### src/hdl/lrl_pkg.sv
`default_nettype none
// ---------------------------------------------------------------------------
// lrl_pkg
// Shared types and constants of the LRU recency list: opcodes, status codes
// and the packed payloads of the request and result channels.
// ---------------------------------------------------------------------------
package lrl_pkg;

  localparam int SLOTS   = 16;
  localparam int DATA_W  = 32;
  localparam int SLOT_W  = $clog2(SLOTS);
  localparam int COUNT_W = $clog2(SLOTS + 1);

  localparam logic [COUNT_W-1:0] CAP_RESET = COUNT_W'(SLOTS);

  typedef enum logic [1:0] {
    OP_INSERT = 2'd0,
    OP_REMOVE = 2'd1,
    OP_TOUCH  = 2'd2,
    OP_NOP    = 2'd3
  } lrl_op_t;

  typedef enum logic [1:0] {
    ST_OK       = 2'd0,
    ST_EMPTY    = 2'd1,
    ST_BAD_SLOT = 2'd2
  } lrl_status_t;

  typedef struct packed {
    lrl_op_t            opcode;
    logic [DATA_W-1:0]  payload;
    logic [SLOT_W-1:0]  slot;
  } lrl_in_t;

  typedef struct packed {
    lrl_status_t        status;
    logic [SLOT_W-1:0]  slot_out;
    logic [DATA_W-1:0]  payload_out;
    logic               evicted;
    logic [COUNT_W-1:0] entry_count;
  } lrl_out_t;

endpackage
`default_nettype wire

### src/hdl/lrl_list.sv
`default_nettype none
// ---------------------------------------------------------------------------
// lrl_list
// Linked list state (payloads, links, occupancy, head, tail, count) and the
// single-pass logic that applies one operation and forms its result.
// ---------------------------------------------------------------------------
module lrl_list
  import lrl_pkg::*;
(
  input  wire logic                clk,
  input  wire logic                rst_n,
  input  wire logic                cfg_wr_en,
  input  wire logic [COUNT_W-1:0]  cfg_wr_data,
  input  wire logic                go,
  input  wire lrl_in_t             item,
  output lrl_out_t                 res
);

  logic [DATA_W-1:0]  payload_r [SLOTS];
  logic [SLOT_W-1:0]  next_r    [SLOTS];
  logic [SLOT_W-1:0]  prev_r    [SLOTS];
  logic [SLOTS-1:0]   used_r,   used_nxt;
  logic [SLOT_W-1:0]  head_r,   head_nxt;
  logic [SLOT_W-1:0]  tail_r,   tail_nxt;
  logic [COUNT_W-1:0] count_r,  count_nxt;
  logic [COUNT_W-1:0] capacity_r;

  logic [COUNT_W-1:0] eff_cap;
  logic               is_ins, is_rem, is_touch;
  logic [SLOT_W-1:0]  prev_addr, prev_rd, next_rd;
  logic [DATA_W-1:0]  tail_payload;
  logic               pop, pop_last, ins_link;
  logic [COUNT_W-1:0] cnt_pop;
  logic [SLOT_W-1:0]  tail_pop, head_pop, free_slot;
  logic [SLOTS-1:0]   used_pop;
  logic               t_ok, t_move, t_tail;

  always_comb begin
    if (capacity_r == '0) begin
      eff_cap = COUNT_W'(1);
    end else if (capacity_r > COUNT_W'(SLOTS)) begin
      eff_cap = COUNT_W'(SLOTS);
    end else begin
      eff_cap = capacity_r;
    end
  end

  assign is_ins   = (item.opcode == OP_INSERT);
  assign is_rem   = (item.opcode == OP_REMOVE);
  assign is_touch = (item.opcode == OP_TOUCH);

  // prev link is needed at the tail for a pop, at the touched slot for a move
  assign prev_addr    = is_touch ? item.slot : tail_r;
  assign prev_rd      = prev_r[prev_addr];
  assign next_rd      = next_r[item.slot];
  assign tail_payload = payload_r[tail_r];

  assign pop      = (count_r != '0) &&
                    (is_rem || (is_ins && (count_r >= eff_cap)));
  assign pop_last = (count_r <= COUNT_W'(1));
  assign cnt_pop  = count_r - COUNT_W'(pop);
  assign tail_pop = pop ? (pop_last ? '0 : prev_rd) : tail_r;
  assign head_pop = (pop && pop_last) ? '0 : head_r;
  assign used_pop = used_r & ~(pop ? (SLOTS'(1) << tail_r) : '0);
  assign ins_link = (cnt_pop != '0);

  // lowest free slot after a possible eviction
  always_comb begin
    free_slot = '0;
    for (int i = SLOTS - 1; i >= 0; i--) begin
      if (!used_pop[i]) free_slot = SLOT_W'(i);
    end
  end

  assign t_ok   = used_r[item.slot];
  assign t_move = t_ok && (item.slot != head_r);
  assign t_tail = (item.slot == tail_r);

  always_comb begin
    used_nxt  = used_r;
    head_nxt  = head_r;
    tail_nxt  = tail_r;
    count_nxt = count_r;
    unique case (item.opcode)
      OP_INSERT: begin
        used_nxt  = used_pop | (SLOTS'(1) << free_slot);
        count_nxt = cnt_pop + COUNT_W'(1);
        head_nxt  = free_slot;
        tail_nxt  = ins_link ? tail_pop : free_slot;
      end
      OP_REMOVE: begin
        used_nxt  = used_pop;
        count_nxt = cnt_pop;
        head_nxt  = head_pop;
        tail_nxt  = tail_pop;
      end
      OP_TOUCH: begin
        if (t_move) begin
          head_nxt = item.slot;
          if (t_tail) tail_nxt = prev_rd;
        end
      end
      OP_NOP: begin
      end
      default: begin
      end
    endcase
  end

  always_comb begin
    res.status      = ST_OK;
    res.slot_out    = '0;
    res.payload_out = pop ? tail_payload : '0;
    res.evicted     = pop;
    res.entry_count = count_nxt;
    unique case (item.opcode)
      OP_INSERT: res.slot_out = free_slot;
      OP_REMOVE: begin
        if (count_r == '0) res.status = ST_EMPTY;
        else res.slot_out = tail_r;
      end
      OP_TOUCH: begin
        res.slot_out = item.slot;
        if (!t_ok) res.status = ST_BAD_SLOT;
      end
      OP_NOP: begin
      end
      default: begin
      end
    endcase
  end

  always_ff @(posedge clk) begin
    if (!rst_n) begin
      used_r     <= '0;
      head_r     <= '0;
      tail_r     <= '0;
      count_r    <= '0;
      capacity_r <= CAP_RESET;
    end else begin
      if (cfg_wr_en) capacity_r <= cfg_wr_data;
      if (go) begin
        used_r  <= used_nxt;
        head_r  <= head_nxt;
        tail_r  <= tail_nxt;
        count_r <= count_nxt;
      end
    end
  end

  // payload and link stores: no reset, only entries in use are ever read
  always_ff @(posedge clk) begin
    if (go) begin
      for (int i = 0; i < SLOTS; i++) begin
        if (is_ins) begin
          if (free_slot == SLOT_W'(i)) begin
            payload_r[i] <= item.payload;
            if (ins_link) next_r[i] <= head_r;
          end
          if (ins_link && (head_r == SLOT_W'(i))) prev_r[i] <= free_slot;
        end
        if (is_touch && t_move) begin
          // unlink from the middle, then relink at the head
          if (!t_tail && (prev_rd == SLOT_W'(i))) next_r[i] <= next_rd;
          if (!t_tail && (next_rd == SLOT_W'(i))) prev_r[i] <= prev_rd;
          if (item.slot == SLOT_W'(i)) next_r[i] <= head_r;
          if (head_r == SLOT_W'(i)) prev_r[i] <= item.slot;
        end
      end
    end
  end

endmodule
`default_nettype wire

### src/hdl/lru_recency_list.sv
`default_nettype none
// A request is held in the request register and its result in the result register.
// Throughput: one operation per cycle while the output is not stalled; the link update of each
// operation is a single combinational pass between the request register and the result register.
// Reset (rst_n low at a clock edge) empties the list, clears the valid flags of both
// pipeline registers and sets capacity to 16; no clearing pass, ready the next cycle.
// ---------------------------------------------------------------------------
// lru_recency_list
// Bounded doubly linked recency list for LRU replacement: insert at front
// with tail eviction, remove tail, move slot to front.
// ---------------------------------------------------------------------------
module lru_recency_list
  import lrl_pkg::*;
(
  input  wire logic                clk,
  input  wire logic                rst_n,
  input  wire logic                cfg_wr_en,
  input  wire logic [COUNT_W-1:0]  cfg_wr_data,
  input  wire logic                in_valid,
  output logic                     in_stall,
  input  wire lrl_in_t             in_data,
  output logic                     out_valid,
  input  wire logic                out_stall,
  output lrl_out_t                 out_data
);

  logic     req_valid_r, req_valid_nxt;
  lrl_in_t  req_r;
  logic     res_valid_r, res_valid_nxt;
  lrl_out_t res_r;
  lrl_out_t res_comb;
  logic     res_free, go, in_take;

  assign res_free = !res_valid_r || !out_stall;
  assign go       = req_valid_r && res_free;
  assign in_stall = req_valid_r && !res_free;
  assign in_take  = in_valid && !in_stall;

  assign req_valid_nxt = in_take || (req_valid_r && !go);
  assign res_valid_nxt = go || (res_valid_r && !res_free);

  lrl_list u_list (
    .clk         (clk),
    .rst_n       (rst_n),
    .cfg_wr_en   (cfg_wr_en),
    .cfg_wr_data (cfg_wr_data),
    .go          (go),
    .item        (req_r),
    .res         (res_comb)
  );

  always_ff @(posedge clk) begin
    if (!rst_n) begin
      req_valid_r <= 1'b0;
      res_valid_r <= 1'b0;
    end else begin
      req_valid_r <= req_valid_nxt;
      res_valid_r <= res_valid_nxt;
    end
  end

  always_ff @(posedge clk) begin
    if (in_take) req_r <= in_data;
    if (go) res_r <= res_comb;
  end

  assign out_valid = res_valid_r;
  assign out_data  = res_r;

endmodule
`default_nettype wire

### config.mk
export PLATFORM = sky130hd
export DESIGN_NAME = lru_recency_list
export DESIGN_NICKNAME = d
export VERILOG_FILES = /design/src/hdl/lrl_pkg.sv /design/src/hdl/lrl_list.sv /design/src/hdl/lru_recency_list.sv
export SDC_FILE = /design/constraint.sdc
export NUM_CORES = 1
export LEC_CHECK = 0
export BUFFER_PORTS_ARGS = -buffer_cell sky130_fd_sc_hd__buf_2
export CAP_MARGIN = 20
export CORE_ASPECT_RATIO = 1.2
export CORE_MARGIN = 8
export CORE_UTILIZATION = 39
export DETAILED_ROUTE_END_ITERATION = 7
export PLACE_DENSITY_LB_ADDON = 0.08
export SLEW_MARGIN = 15
export SYNTH_ARGS = -nofsm -noshare
export SYNTH_HDL_FRONTEND = slang
export SYNTH_SLANG_ARGS = --single-unit
### constraint.sdc
create_clock -name clk -period 5.8 [get_ports clk]
set_input_delay 0.29 -clock clk [delete_from_list [all_inputs] [get_ports clk]]
set_output_delay 0.29 -clock clk [all_outputs]
set_load 0.02 [all_outputs]
==> out/metrics.yaml <==
outcome: "finished, final reports clean"
critPathKind: "flip-flop to flip-flop"
diodes: 0
slew_viol_final: 0
first_pass_iters: 8
drive_above_1_share: 0.261
met1_usage: 0.226
areaGrowthSynthToFinish_pct: 14.7
rsz0062_at_grt: "false"
core_area_sq_um: 84900
end_kind: "flip-flop"
cts.htree.levels: 3
fp.dieH_um: 337
cts.path.max_buffers: 3
ir_drop_v: 0.000204
wl_um: 89200
worst_slack_ps: 636
root_buffer: "clkbuf_16"
setup_tns_ps: 0
synth_flop_cell: "edfxtp_1"
tritoncts: "done"
required_ps: 6110
netlist_instances: 2014
start_util: 0.393
worstHoldPathType: "input port to flip-flop"
ys_seq_area_frac: 0.673
drcViolationCount: 0
synth-edff-count: 722
netlist_area_sq_um: 33400
fin_crit_ps: 5160
synth_cell_type_count: 87
cts_sinks: 762
place.gp.congestion: 0.856
grt_pass1_vias: 19800
numCtsBuffers: 81
yosysWarnings: 0
max_freq_mhz: 194
slew-limit-headroom: 0.247
grt_max_degree: 105
total_leakage_power_nw: 12.4
detail_route.wl_per_cell_um: 26.6
cp.arrival_ps: 5470
gr-usage-met3: 0.0233
ant_nets: 0
synth.avg_cell_area_sq_um: 16.6
p_per_area_nw_per_um2: 307
cap_violations: 0
postCtsSetupRepairBufs: 0
setup_viol: 0
port-buffer-count: 93
place_ws_ps: 689
grt_overflow: 0
use_met2: 0.337
fin_skew_ps: 36.8
clk_pin_slew_ps: 60
ctsHoldBuffers: 50
die_area_sq_um: 95300
synth_seq_cells: 762
ios: 94
top_usage_layer: "met2"
dpl.hpwl_um: 54300
fin_worst_hold_slack_ps: 51.9
synth_fp_nets: 2075
viasPerCell: 5.64
fin_nets: 2216
crit_fanout: 18
finalCritPeriodShare: 0.890
drtIter0Drc: 1580
tightest_slew_ps: 1120
antenna_found_initial: 0
finalHoldViolCount: 0
vias: 18900
async_reset_ff_frac: 0
start_kind: "flip-flop"
die_w_um: 283
grt_util_all_layers: 0.185
grt_pass1_wl_um: 133000
rows: 117
insertion_delay_ps: 640
post_cts_resized: 0
synthesized netlist by cell type (10+ instances only):
master / instances / area share
nand3_1: 35 / 0.0052
buf_2: 24 / 0.0036
o31ai_1: 15 / 0.0034
inv_1: 21 / 0.0024
ha_1: 13 / 0.0049
mux2i_1: 49 / 0.015
a21oi_1: 54 / 0.0081
nor3_1: 45 / 0.0067
o21ai_0: 94 / 0.014
a22oi_1: 10 / 0.0022
o211ai_1: 23 / 0.0052
o21ai_1: 19 / 0.0028
nor2_1: 64 / 0.0072
nand2_1: 153 / 0.017
nor2b_1: 16 / 0.0030
mux4_2: 197 / 0.13
mux2_1: 16 / 0.0054
nand2b_1: 21 / 0.0039
buf_1: 18 / 0.0020
and3_1: 45 / 0.0084
clkbuf_1: 99 / 0.011
xnor2_1: 14 / 0.0037
edfxtp_1: 722 / 0.65
nand4_1: 12 / 0.0022
mux2_2: 53 / 0.018
dfxtp_1: 40 / 0.024
where the power goes:
group / internal (W) / total, W / switching (W)
clock network: 0.00280 / 0.00494 / 0.00214
logic: 0.000276 / 0.000675 / 0.000400
registers: 0.00606 / 0.00616 / 0.0000982
total: 0.00913 / 0.0118 / 0.00264
final timing paths:
path | from | to | slack [ps] | depth (start not counted)
setup / recovery | req_r[37]$_DFFE_PP_ | u_list.prev_r[14][0]$_DFFE_PP_ | 640 | 14
hold / removal | cfg_wr_en | u_list.capacity_r[2]$_SDFFE_PN0P_ | 50 | 3
setup reg to reg | req_r[37]$_DFFE_PP_ | u_list.prev_r[14][0]$_DFFE_PP_ | 640 | 14
hold reg to reg | req_valid_r$_SDFF_PN0_ | flip-flop | 500 | 2
logic make-up (layout without fill, tap and decap cells):
kind of cell               Yosys count  after routing  share of synthesized area
adders and majority gates           13             13                    0.00487
xor gates and xnor gates            15             15                    0.00393
DFF                                762            762                      0.673
buffers and inverters              167            374                     0.0203
AOI/OAI and AO/OA                  286            286                     0.0558
and+or+nand+nor                    452            452                     0.0691
muxes                              319            319                      0.173
per-stage QoR:
step	area (sq um)	utilization	cells	power, W
final	38300	0.451	3351	0.0118
after global routing	38300	0.451	3351	0.0122
after CTS	38300	0.451	3349	0.0119
after detailed placement	35300	0.416	3150	0.00693
after global placement	35300	0.416	3150	0.00693
after floorplan	33400	-	2014	0.00667
layout by cell type, fill, tap and decap left out, drive strengths merged, types with 24 or more instances in the layout:
master,instances
edfxtp,722
mux4,197
nand2,155
buf,153
o21ai,113
clkbuf,102
mux2,70
nor2,67
a21oi,54
mux2i,52
dlygate4sd3,50
nor3,49
and3,45
dfxtp,40
nand3,36
clkinv,34
inv,24
layer usage:
metal / wire, um / vias to the layer above
met2: 47400 / 527
li1: - / 8378
met5: 0 / -
met4: 2300 / 0
met1: 36000 / 9827
met3: 3500 / 154
final cells by class:
cell class,instances,area [sq um]
flip-flops and latches,762,22500
fillers,7509,46600
well taps,1130,1410
multi-input cells,1085,10400
clock buffers,101,2180
repair buffers,204,1440
clock inverters,48,335
inverters,21,78.8
critical path: stages, from the launching register on:
cell and delay [ps]:
edfxtp_1 410, inv_1 110, ha_1 620, nor2_1 280
a21oi_4 530, nand2_1 320, inv_1 160, ha_1 180
ha_1 260, xnor2_1 180, nand4b_1 160, buf_4 170
nand3_1 130, nor3b_1 900, a311o_1 420
flip-flops by register name, indices dropped and copies added (netlist names), named ones only:
signal	flops
u_list.next_r	64
u_list.capacity_r	5
req_valid_r	1
u_list.tail_r	4
u_list.used_r	16
u_list.head_r	4
req_r	38
u_list.prev_r	64
u_list.count_r	5
u_list.payload_r	512
out_data	44
(Power assumes the default switching activity.)
